[src/rtl/tsap_pkg.sv]
`default_nettype none

package tsap_pkg;

    // Register indexes, as laid out on the configuration port (8 bytes apart)
    localparam logic [2:0] REG_RULE_COUNT = 3'd0;
    localparam logic [2:0] REG_RULE_WORD0 = 3'd1;

    // Rule modes
    localparam logic [1:0] MODE_CENTER = 2'd0;
    localparam logic [1:0] MODE_VERTEX = 2'd1;
    localparam logic [1:0] MODE_FIXED  = 2'd2;

    // Fields of a rule word
    localparam int MODE_LSB = 0;
    localparam int SPAN_LSB = 2;
    localparam int MULT_LSB = 16;
    localparam int ORGX_LSB = 32;
    localparam int ORGY_LSB = 48;

    // After rule lookup: what to do, the operands and the pass-through values
    typedef struct packed {
        logic               found;
        logic [1:0]         idx;
        logic               stale;
        logic               scale_pt;
        logic               scale_r;
        logic [15:0]        mult;
        logic signed [15:0] px;
        logic signed [15:0] py;
        logic signed [15:0] ox;
        logic signed [15:0] oy;
        logic [14:0]        r;
    } sel_t;

    // After the multipliers
    typedef struct packed {
        logic               found;
        logic [1:0]         idx;
        logic               stale;
        logic               scale_pt;
        logic               scale_r;
        logic signed [15:0] px;
        logic signed [15:0] py;
        logic signed [15:0] ox;
        logic signed [15:0] oy;
        logic [14:0]        r;
        logic signed [33:0] prod_x;
        logic signed [33:0] prod_y;
        logic [30:0]        prod_r;
    } prod_t;

endpackage

`default_nettype wire

[src/rtl/tsap_select.sv]
`default_nettype none

module tsap_select #(
    parameter int MAX_RULES = 4
) (
    input  wire logic               clk,
    input  wire logic               rst_n,
    input  wire logic [2:0]         rule_count,
    input  wire logic [63:0]        rule_word [MAX_RULES],
    input  wire logic               in_valid,
    output logic                    in_ready,
    input  wire logic [31:0]        frame_count,
    input  wire logic               is_circle,
    input  wire logic signed [15:0] point_x,
    input  wire logic signed [15:0] point_y,
    input  wire logic [14:0]        radius,
    input  wire logic signed [15:0] vertex_x,
    input  wire logic signed [15:0] vertex_y,
    input  wire logic signed [15:0] ctr_x,
    input  wire logic signed [15:0] ctr_y,
    output logic                    out_valid,
    input  wire logic               out_ready,
    output tsap_pkg::sel_t          out_data
);

    localparam logic [2:0] MAX_N = 3'(MAX_RULES);

    logic           valid_reg;
    tsap_pkg::sel_t data_reg;
    tsap_pkg::sel_t data_next;

    logic [2:0]  n_used;
    logic        hit;
    logic [1:0]  hit_idx;
    logic [63:0] word;
    logic [15:0] total;
    logic [13:0] span;
    logic [1:0]  mode;

    assign n_used = (rule_count > MAX_N) ? MAX_N : rule_count;

    // First rule whose span is forever or whose running sum passes the frame
    always_comb
    begin
        hit     = 1'b0;
        hit_idx = 2'd0;
        word    = '0;
        total   = '0;
        span    = '0;
        for (int i = 0; i < MAX_RULES; i++)
        begin
            if (!hit && (3'(i) < n_used))
            begin
                span  = rule_word[i][tsap_pkg::SPAN_LSB +: 14];
                total = total + {2'b00, span};
                if ((span == 14'd0) || ({16'd0, total} > frame_count))
                begin
                    hit     = 1'b1;
                    hit_idx = 2'(i);
                    word    = rule_word[i];
                end
            end
        end
    end

    assign mode = word[tsap_pkg::MODE_LSB +: 2];

    always_comb
    begin
        data_next          = '0;
        data_next.found    = hit;
        data_next.idx      = hit_idx;
        data_next.mult     = word[tsap_pkg::MULT_LSB +: 16];
        data_next.px       = point_x;
        data_next.py       = point_y;
        data_next.r        = radius;
        data_next.ox       = ctr_x;
        data_next.oy       = ctr_y;
        data_next.stale    = hit && ((mode == tsap_pkg::MODE_VERTEX) ||
                                     (mode == tsap_pkg::MODE_FIXED));
        if (hit)
        begin
            if (mode == tsap_pkg::MODE_FIXED)
            begin
                data_next.scale_pt = 1'b1;
                data_next.scale_r  = is_circle;
                data_next.ox       = word[tsap_pkg::ORGX_LSB +: 16];
                data_next.oy       = word[tsap_pkg::ORGY_LSB +: 16];
            end
            else if (mode == tsap_pkg::MODE_VERTEX)
            begin
                // a circle keeps everything in vertex mode
                data_next.scale_pt = !is_circle;
                data_next.ox       = vertex_x;
                data_next.oy       = vertex_y;
            end
            else
            begin
                data_next.scale_pt = !is_circle;
                data_next.scale_r  = is_circle;
            end
        end
    end

    assign in_ready  = !valid_reg || out_ready;
    assign out_valid = valid_reg;
    assign out_data  = data_reg;

    always_ff @(posedge clk or negedge rst_n)
    begin
        if (!rst_n)
        begin
            valid_reg <= 1'b0;
        end
        else if (in_ready)
        begin
            valid_reg <= in_valid;
        end
    end

    always_ff @(posedge clk)
    begin
        if (in_ready && in_valid)
        begin
            data_reg <= data_next;
        end
    end

endmodule

`default_nettype wire

[src/rtl/tsap_mult.sv]
`default_nettype none

module tsap_mult (
    input  wire logic      clk,
    input  wire logic      rst_n,
    input  wire logic      in_valid,
    output logic           in_ready,
    input  wire tsap_pkg::sel_t in_data,
    output logic           out_valid,
    input  wire logic      out_ready,
    output tsap_pkg::prod_t out_data
);

    logic             valid_reg;
    tsap_pkg::prod_t  data_reg;
    tsap_pkg::prod_t  data_next;

    logic signed [16:0] rel_x;
    logic signed [16:0] rel_y;
    logic signed [16:0] mult_s;

    assign rel_x  = 17'(in_data.px) - 17'(in_data.ox);
    assign rel_y  = 17'(in_data.py) - 17'(in_data.oy);
    assign mult_s = $signed({1'b0, in_data.mult});

    always_comb
    begin
        data_next          = '0;
        data_next.found    = in_data.found;
        data_next.idx      = in_data.idx;
        data_next.stale    = in_data.stale;
        data_next.scale_pt = in_data.scale_pt;
        data_next.scale_r  = in_data.scale_r;
        data_next.px       = in_data.px;
        data_next.py       = in_data.py;
        data_next.ox       = in_data.ox;
        data_next.oy       = in_data.oy;
        data_next.r        = in_data.r;
        data_next.prod_x   = rel_x * mult_s;
        data_next.prod_y   = rel_y * mult_s;
        data_next.prod_r   = 31'(in_data.r) * 31'(in_data.mult);
    end

    assign in_ready  = !valid_reg || out_ready;
    assign out_valid = valid_reg;
    assign out_data  = data_reg;

    always_ff @(posedge clk or negedge rst_n)
    begin
        if (!rst_n)
        begin
            valid_reg <= 1'b0;
        end
        else if (in_ready)
        begin
            valid_reg <= in_valid;
        end
    end

    always_ff @(posedge clk)
    begin
        if (in_ready && in_valid)
        begin
            data_reg <= data_next;
        end
    end

endmodule

`default_nettype wire

[src/rtl/tsap_round.sv]
`default_nettype none

module tsap_round #(
    parameter int FRAC_BITS = 8
) (
    input  wire logic        clk,
    input  wire logic        rst_n,
    input  wire logic        in_valid,
    output logic             in_ready,
    input  wire tsap_pkg::prod_t in_data,
    output logic             out_valid,
    input  wire logic        out_ready,
    output logic [15:0]      new_x,
    output logic [15:0]      new_y,
    output logic [14:0]      new_radius,
    output logic             rule_found,
    output logic [1:0]       rule_index,
    output logic             center_stale
);

    localparam logic [34:0] LOW_MASK = (35'd1 <<< FRAC_BITS) - 35'd1;

    // Add the origin back, truncate toward zero, clamp to 16 bits signed
    function automatic logic signed [15:0] finish(input logic signed [33:0] prod,
                                                  input logic signed [15:0] org);
        logic signed [34:0] s;
        logic signed [34:0] q;
        s = 35'(prod) + (35'(org) <<< FRAC_BITS);
        q = s >>> FRAC_BITS;
        if (s[34] && ((s & LOW_MASK) != 35'd0))
        begin
            q = q + 35'sd1;
        end
        if (q > 35'sd32767)
        begin
            return 16'sh7fff;
        end
        else if (q < -35'sd32768)
        begin
            return 16'sh8000;
        end
        return q[15:0];
    endfunction

    logic        valid_reg;
    logic [15:0] x_reg;
    logic [15:0] y_reg;
    logic [14:0] r_reg;
    logic        found_reg;
    logic [1:0]  idx_reg;
    logic        stale_reg;

    logic [15:0] x_next;
    logic [15:0] y_next;
    logic [14:0] r_next;
    logic [30:0] r_shift;

    assign r_shift = in_data.prod_r >> FRAC_BITS;

    always_comb
    begin
        x_next = in_data.px;
        y_next = in_data.py;
        r_next = in_data.r;
        if (in_data.scale_pt)
        begin
            x_next = finish(in_data.prod_x, in_data.ox);
            y_next = finish(in_data.prod_y, in_data.oy);
        end
        if (in_data.scale_r)
        begin
            r_next = (r_shift > 31'd32767) ? 15'h7fff : r_shift[14:0];
        end
    end

    assign in_ready     = !valid_reg || out_ready;
    assign out_valid    = valid_reg;
    assign new_x        = x_reg;
    assign new_y        = y_reg;
    assign new_radius   = r_reg;
    assign rule_found   = found_reg;
    assign rule_index   = idx_reg;
    assign center_stale = stale_reg;

    always_ff @(posedge clk or negedge rst_n)
    begin
        if (!rst_n)
        begin
            valid_reg <= 1'b0;
        end
        else if (in_ready)
        begin
            valid_reg <= in_valid;
        end
    end

    always_ff @(posedge clk)
    begin
        if (in_ready && in_valid)
        begin
            x_reg     <= x_next;
            y_reg     <= y_next;
            r_reg     <= r_next;
            found_reg <= in_data.found;
            idx_reg   <= in_data.idx;
            stale_reg <= in_data.stale;
        end
    end

endmodule

`default_nettype wire

[src/rtl/timed_scale_about_point.sv]
// Channel   Direction  Bus                      Word
// s_*       in         tdata 144b, tuser 1b     one point with frame, anchors, radius
// m_*       out        tdata 48b,  tuser 4b     scaled point and radius, rule status
// apb       in/out     paddr 6b, 64b data       rule_count and four rule words
//
// One word a cycle while m_tready keeps the output moving.
// Stages: rule lookup, subtract and multiply, origin add with rounding and clamp.
// rst_n clears the stage valid bits and all configuration registers at once.
// Each stage takes a new word when empty or when the next stage takes its own,
// so a stall at m_tready backs up stage by stage and drops nothing.
`default_nettype none

module timed_scale_about_point #(
    parameter int MAX_RULES = 4,
    parameter int FRAC_BITS = 8
) (
    input  wire logic         clk,
    input  wire logic         rst_n,
    input  wire logic         s_tvalid,
    output logic              s_tready,
    // frame_count[31:0] point_x[47:32] point_y[63:48] radius[78:64]
    // vertex_x[94:79] vertex_y[110:95] ctr_x[126:111] ctr_y[142:127], pad
    input  wire logic [143:0] s_tdata,
    // is_circle[0]
    input  wire logic [0:0]   s_tuser,
    output logic              m_tvalid,
    input  wire logic         m_tready,
    // new_x[15:0] new_y[31:16] new_radius[46:32], pad[47]
    output logic [47:0]       m_tdata,
    // rule_found[0] rule_index[2:1] center_stale[3]
    output logic [3:0]        m_tuser,
    input  wire logic         psel,
    input  wire logic         penable,
    input  wire logic         pwrite,
    input  wire logic [5:0]   paddr,
    input  wire logic [63:0]  pwdata,
    output logic [63:0]       prdata,
    output logic              pready
);

    logic [2:0]  rule_count_reg;
    logic [63:0] rule_word_reg [MAX_RULES];
    logic [2:0]  reg_idx;
    logic        wr_en;

    assign pready  = 1'b1;
    assign reg_idx = paddr[5:3];
    assign wr_en   = psel && penable && pwrite && pready;

    always_ff @(posedge clk or negedge rst_n)
    begin
        if (!rst_n)
        begin
            rule_count_reg <= '0;
            for (int i = 0; i < MAX_RULES; i++)
            begin
                rule_word_reg[i] <= '0;
            end
        end
        else if (wr_en)
        begin
            if (reg_idx == tsap_pkg::REG_RULE_COUNT)
            begin
                rule_count_reg <= pwdata[2:0];
            end
            for (int i = 0; i < MAX_RULES; i++)
            begin
                if (reg_idx == tsap_pkg::REG_RULE_WORD0 + 3'(i))
                begin
                    rule_word_reg[i] <= pwdata;
                end
            end
        end
    end

    always_comb
    begin
        prdata = '0;
        if (reg_idx == tsap_pkg::REG_RULE_COUNT)
        begin
            prdata = {61'd0, rule_count_reg};
        end
        for (int i = 0; i < MAX_RULES; i++)
        begin
            if (reg_idx == tsap_pkg::REG_RULE_WORD0 + 3'(i))
            begin
                prdata = rule_word_reg[i];
            end
        end
    end

    logic            sel_valid;
    logic            sel_ready;
    tsap_pkg::sel_t  sel_data;
    logic            prod_valid;
    logic            prod_ready;
    tsap_pkg::prod_t prod_data;

    logic [15:0] new_x;
    logic [15:0] new_y;
    logic [14:0] new_radius;
    logic        rule_found;
    logic [1:0]  rule_index;
    logic        center_stale;

    tsap_select #(
        .MAX_RULES (MAX_RULES)
    ) u_select (
        .clk         (clk),
        .rst_n       (rst_n),
        .rule_count  (rule_count_reg),
        .rule_word   (rule_word_reg),
        .in_valid    (s_tvalid),
        .in_ready    (s_tready),
        .frame_count (s_tdata[31:0]),
        .is_circle   (s_tuser[0]),
        .point_x     (s_tdata[47:32]),
        .point_y     (s_tdata[63:48]),
        .radius      (s_tdata[78:64]),
        .vertex_x    (s_tdata[94:79]),
        .vertex_y    (s_tdata[110:95]),
        .ctr_x       (s_tdata[126:111]),
        .ctr_y       (s_tdata[142:127]),
        .out_valid   (sel_valid),
        .out_ready   (sel_ready),
        .out_data    (sel_data)
    );

    tsap_mult u_mult (
        .clk       (clk),
        .rst_n     (rst_n),
        .in_valid  (sel_valid),
        .in_ready  (sel_ready),
        .in_data   (sel_data),
        .out_valid (prod_valid),
        .out_ready (prod_ready),
        .out_data  (prod_data)
    );

    tsap_round #(
        .FRAC_BITS (FRAC_BITS)
    ) u_round (
        .clk          (clk),
        .rst_n        (rst_n),
        .in_valid     (prod_valid),
        .in_ready     (prod_ready),
        .in_data      (prod_data),
        .out_valid    (m_tvalid),
        .out_ready    (m_tready),
        .new_x        (new_x),
        .new_y        (new_y),
        .new_radius   (new_radius),
        .rule_found   (rule_found),
        .rule_index   (rule_index),
        .center_stale (center_stale)
    );

    assign m_tdata = {1'b0, new_radius, new_y, new_x};
    assign m_tuser = {center_stale, rule_index, rule_found};

endmodule

`default_nettype wire

[config.mk]
export PLATFORM = sky130hd
export DESIGN_NAME = timed_scale_about_point
export DESIGN_NICKNAME = d
export VERILOG_FILES = /design/src/rtl/tsap_pkg.sv /design/src/rtl/tsap_select.sv /design/src/rtl/tsap_mult.sv /design/src/rtl/tsap_round.sv /design/src/rtl/timed_scale_about_point.sv
export SDC_FILE = /design/constraint.sdc
export NUM_CORES = 2
export LEC_CHECK = 0
export BUFFER_PORTS_ARGS = -buffer_cell sky130_fd_sc_hd__buf_2
export CORE_MARGIN = 4
export CORE_UTILIZATION = 40
export DETAILED_ROUTE_END_ITERATION = 16
export MAX_ROUTING_LAYER = met4
export PLACE_DENSITY_LB_ADDON = 0.15
export RECOVER_POWER = 50
export SYNTH_ARGS = -nofsm -noshare
export SYNTH_HDL_FRONTEND = slang
export SYNTH_SLANG_ARGS = --single-unit
[constraint.sdc]
create_clock -name clk -period 15 [get_ports clk]
set_input_delay 2.25 -clock clk [delete_from_list [all_inputs] [get_ports clk]]
set_output_delay 2.25 -clock clk [all_outputs]
set_load 0.005 [all_outputs]
==> results.md <==
* R2r worst-path depth at 50
* Critical path class: reg -> reg
* CTS resizes at 0
* Min Tclk post-route at about 13 ns
* WL per Instance at 21.3 um
* Syn nets at between 7000 and 8000
* Synth area leader: fa_1
* Grt ovf at 0
* Fin nets at between 7000 and 8000
* Initial antenna violation count at 18
* Post-CTS Setup Inserts at 0
* I/O Buffers at ~330
* Most common cell after layout, fill and taps aside: inv_1
* Hold/Removal Path Class: reg -> reg
* Die Y-Extent at about 400 um
* Failing checks: max-capacitance violations, max-slew violations
* Initial drt markers at 2475
* Area Growth Syn to Fin at 9.87%
* Levels on crit path at 50
* Post-synth EDFFs at 328
* Number of buffers inserted by hold repair at cts at 0
* Setup TNS at 0 ns
* # IOs at approximately 340
* CTS root buffer: clkbuf_16
* # DRC at 0
* FF+latch count, synth at between 500 and 600
* DRT Wirelength at 180000 um
* Crit-path leading delay family: compound AO/OA/AOI/OAI gates
* H-tree levels at 3
* CP endpoint kind: register
* Rows at approximately 140
* HPWL Detailed at between 100000 and 150000 um
* Slew @ Worst Pin at between 8 and 9 ns
* Top FF cell, synth: edfxtp_1
* WP buf/inv at 3
* Maxcap violations at 7
* Max reg flops at approximately 260
* Setup-failing EPs final at 0
* Vias per cell at between 5 and 6
* Synth warn at 0
* Max Fanout on Critical Path at 32
* Unrepaired setup endpoints after global routing: false
* Clock Skew at around 0.053 ns
* Synth cell types at 117
* Most frequent cells in the layout: 916 x inv_1, 744 x fa_1, 560 x nand2_1
* Reg clk slew, reported paths at ~0.06 ns
* Most used cell, CP: a21o_1
* Max incr delay on CP at 0.91 ns
* Pre-antenna DRT Iters at 8
* First-pass GRT wire length at around 280000 um
* Core footprint at 0.154 mm^2
* Vias in the first global route at just under 50000
* Share of cells above drive strength 1 at between 10% and 20%
* Arr. time, crit path at about 14 ns
* Num CTS Buffers at between 70 and 80
* Hold depth at 0
* Peak Freq at ~0.076 GHz
* Ys async rst share at 44.4%
* Sink Count at between 500 and 600
* Initial core utilization at 40.3%
* Die ar. at between 0.15 and 0.2 mm^2
* GRT Overall Usage at a little under a quarter
* Slew Viols, Final at around 560
* Slew headroom at -438%
* Worst setup SP type: register
* CTS tree: yes
* CP max-delay cell: a211oi_4
* Part of the cycle the worst path needs at around nine tenths
* Synth Area per Inst at 10.2 um^2
* CP required at between 15 and 20 ns
* Outcome: finished with violations
* Area share of the largest cell type after synthesis at between 20% and 30%
* Worst-Skew Late Latency at 0.70 ns
* Vias at roughly 46000
* Synth area leaders: fa_1 24%, edfxtp_1 16%, dfrtp_1 11%
* GPL Wtd Cong at 0.881
* Post-route antenna net violation count at 0
* Syn Inst Count at a little over 6000
* CTS Buffer Depth at 3
* Pin count of the biggest net entering global routing at around 140
* Sequential share of the synthesized area at a little over a quarter
* Post-Syn Area at 0.0623 mm^2
* Die X at 403 um
* Final hold vios at 0
==> cell usage after synthesis (16+ instances only) <==
cell	count
edfxtp_1	328
a222oi_1	50
nor4_1	25
xnor2_1	142
ha_1	454
nor2b_1	99
xor2_1	68
mux2i_1	77
and2_1	351
o22ai_1	98
clkbuf_1	247
mux2_2	277
o21a_1	43
nor3_1	89
and3_1	48
nand2_1	560
a31oi_1	21
fa_1	744
a211o_1	19
a21o_1	69
or3_1	20
o21ai_1	20
a22oi_1	66
o21bai_1	21
nand3_1	85
nor2_1	216
or2_2	18
buf_2	18
nand4_1	34
nand2b_1	37
dfrtp_1	262
a21oi_1	156
inv_1	916
o211ai_1	16
o21ai_0	135
a211oi_1	16
==> worst reg2reg max path: cells and delay by family, from the launching register on <==
kind	cells	cell delay, ns
AO/OA/AOI/OAI	31	7.81
AND/OR/NAND/NOR	8	1.81
flip-flops	1	0.46
adder cells (fa/ha/maj)	6	1.76
buffers and inverters	3	0.72
multiplexers	2	0.51
==> cells by family (layout without fill, tap and decap cells) <==
group	Yosys count	after routing	synth area share, %
and+or+nand+nor	1662	1662	13.7
buffers and inverters	1209	1466	7.46
adders and majority gates	1199	1199	33.1
AOI/OAI and AO/OA	900	900	10.2
DFF	590	590	26.4
muxes	356	356	6.28
xor gates and xnor gates	210	210	2.95
other	2	17	0.0121
==> layer usage <==
layer,vias up,part of all wire [%],GRT usage [%]
met4,0,2.2,5.54
met5,-,0,-
met3,237,4.7,2.72
li1,20900,-,-
met1,23500,43,29.5
met2,1042,50,39.6
==> cell type report <==
class | count | area, um^2
antenna | 15 | 37.5
clock buffer | 98 | 1980
clock inverter | 35 | 455
fill | 14900 | 86000
inverter | 918 | 3450
multi-input combinational | 4329 | 41300
sequential | 590 | 16400
tap | 2044 | 2560
timing repair buffer | 415 | 2210
==> path summary, 6_finish.rpt <==
path / startpoint / endpoint / slack, ns
max: rule_count_reg[2] / u_select.out_data[36] / 1.78
min: u_select.out_data[100] / u_mult.out_data[183] / 0.42
max in group asynchronous: rst_n / rule_word_reg[205] / 4.47
min reg2reg: u_select.out_data[100] / u_mult.out_data[183] / 0.42
max reg2reg: rule_count_reg[2] / u_select.out_data[36] / 1.78
min in group asynchronous: rst_n / rule_word_reg[105] / 4.19
==> metrics by stage <==
| step | hold slack (ns) | worst slack (ns) | instance area, um^2 | util [%] | cells |
|---|---|---|---|---|---|
| 2_1_floorplan | 0.400 | 4.24 | 62300 | - | 6128 |
| 3_3_place_gp | 0.401 | 2.09 | 66100 | 42.8 | 8296 |
| 3_5_place_dp | 0.405 | 1.85 | 66100 | 42.8 | 8296 |
| 4_1_cts | 0.420 | 1.79 | 68500 | 44.4 | 8429 |
| 5_1_grt | 0.426 | 0.810 | 68400 | 44.3 | 8442 |
| 6_report | 0.417 | 1.78 | 68400 | 44.3 | 8444 |
Power is left out: the tool's default activity adds up to more than one toggle a clock period on the data nets, which glitch-free logic cannot reach.
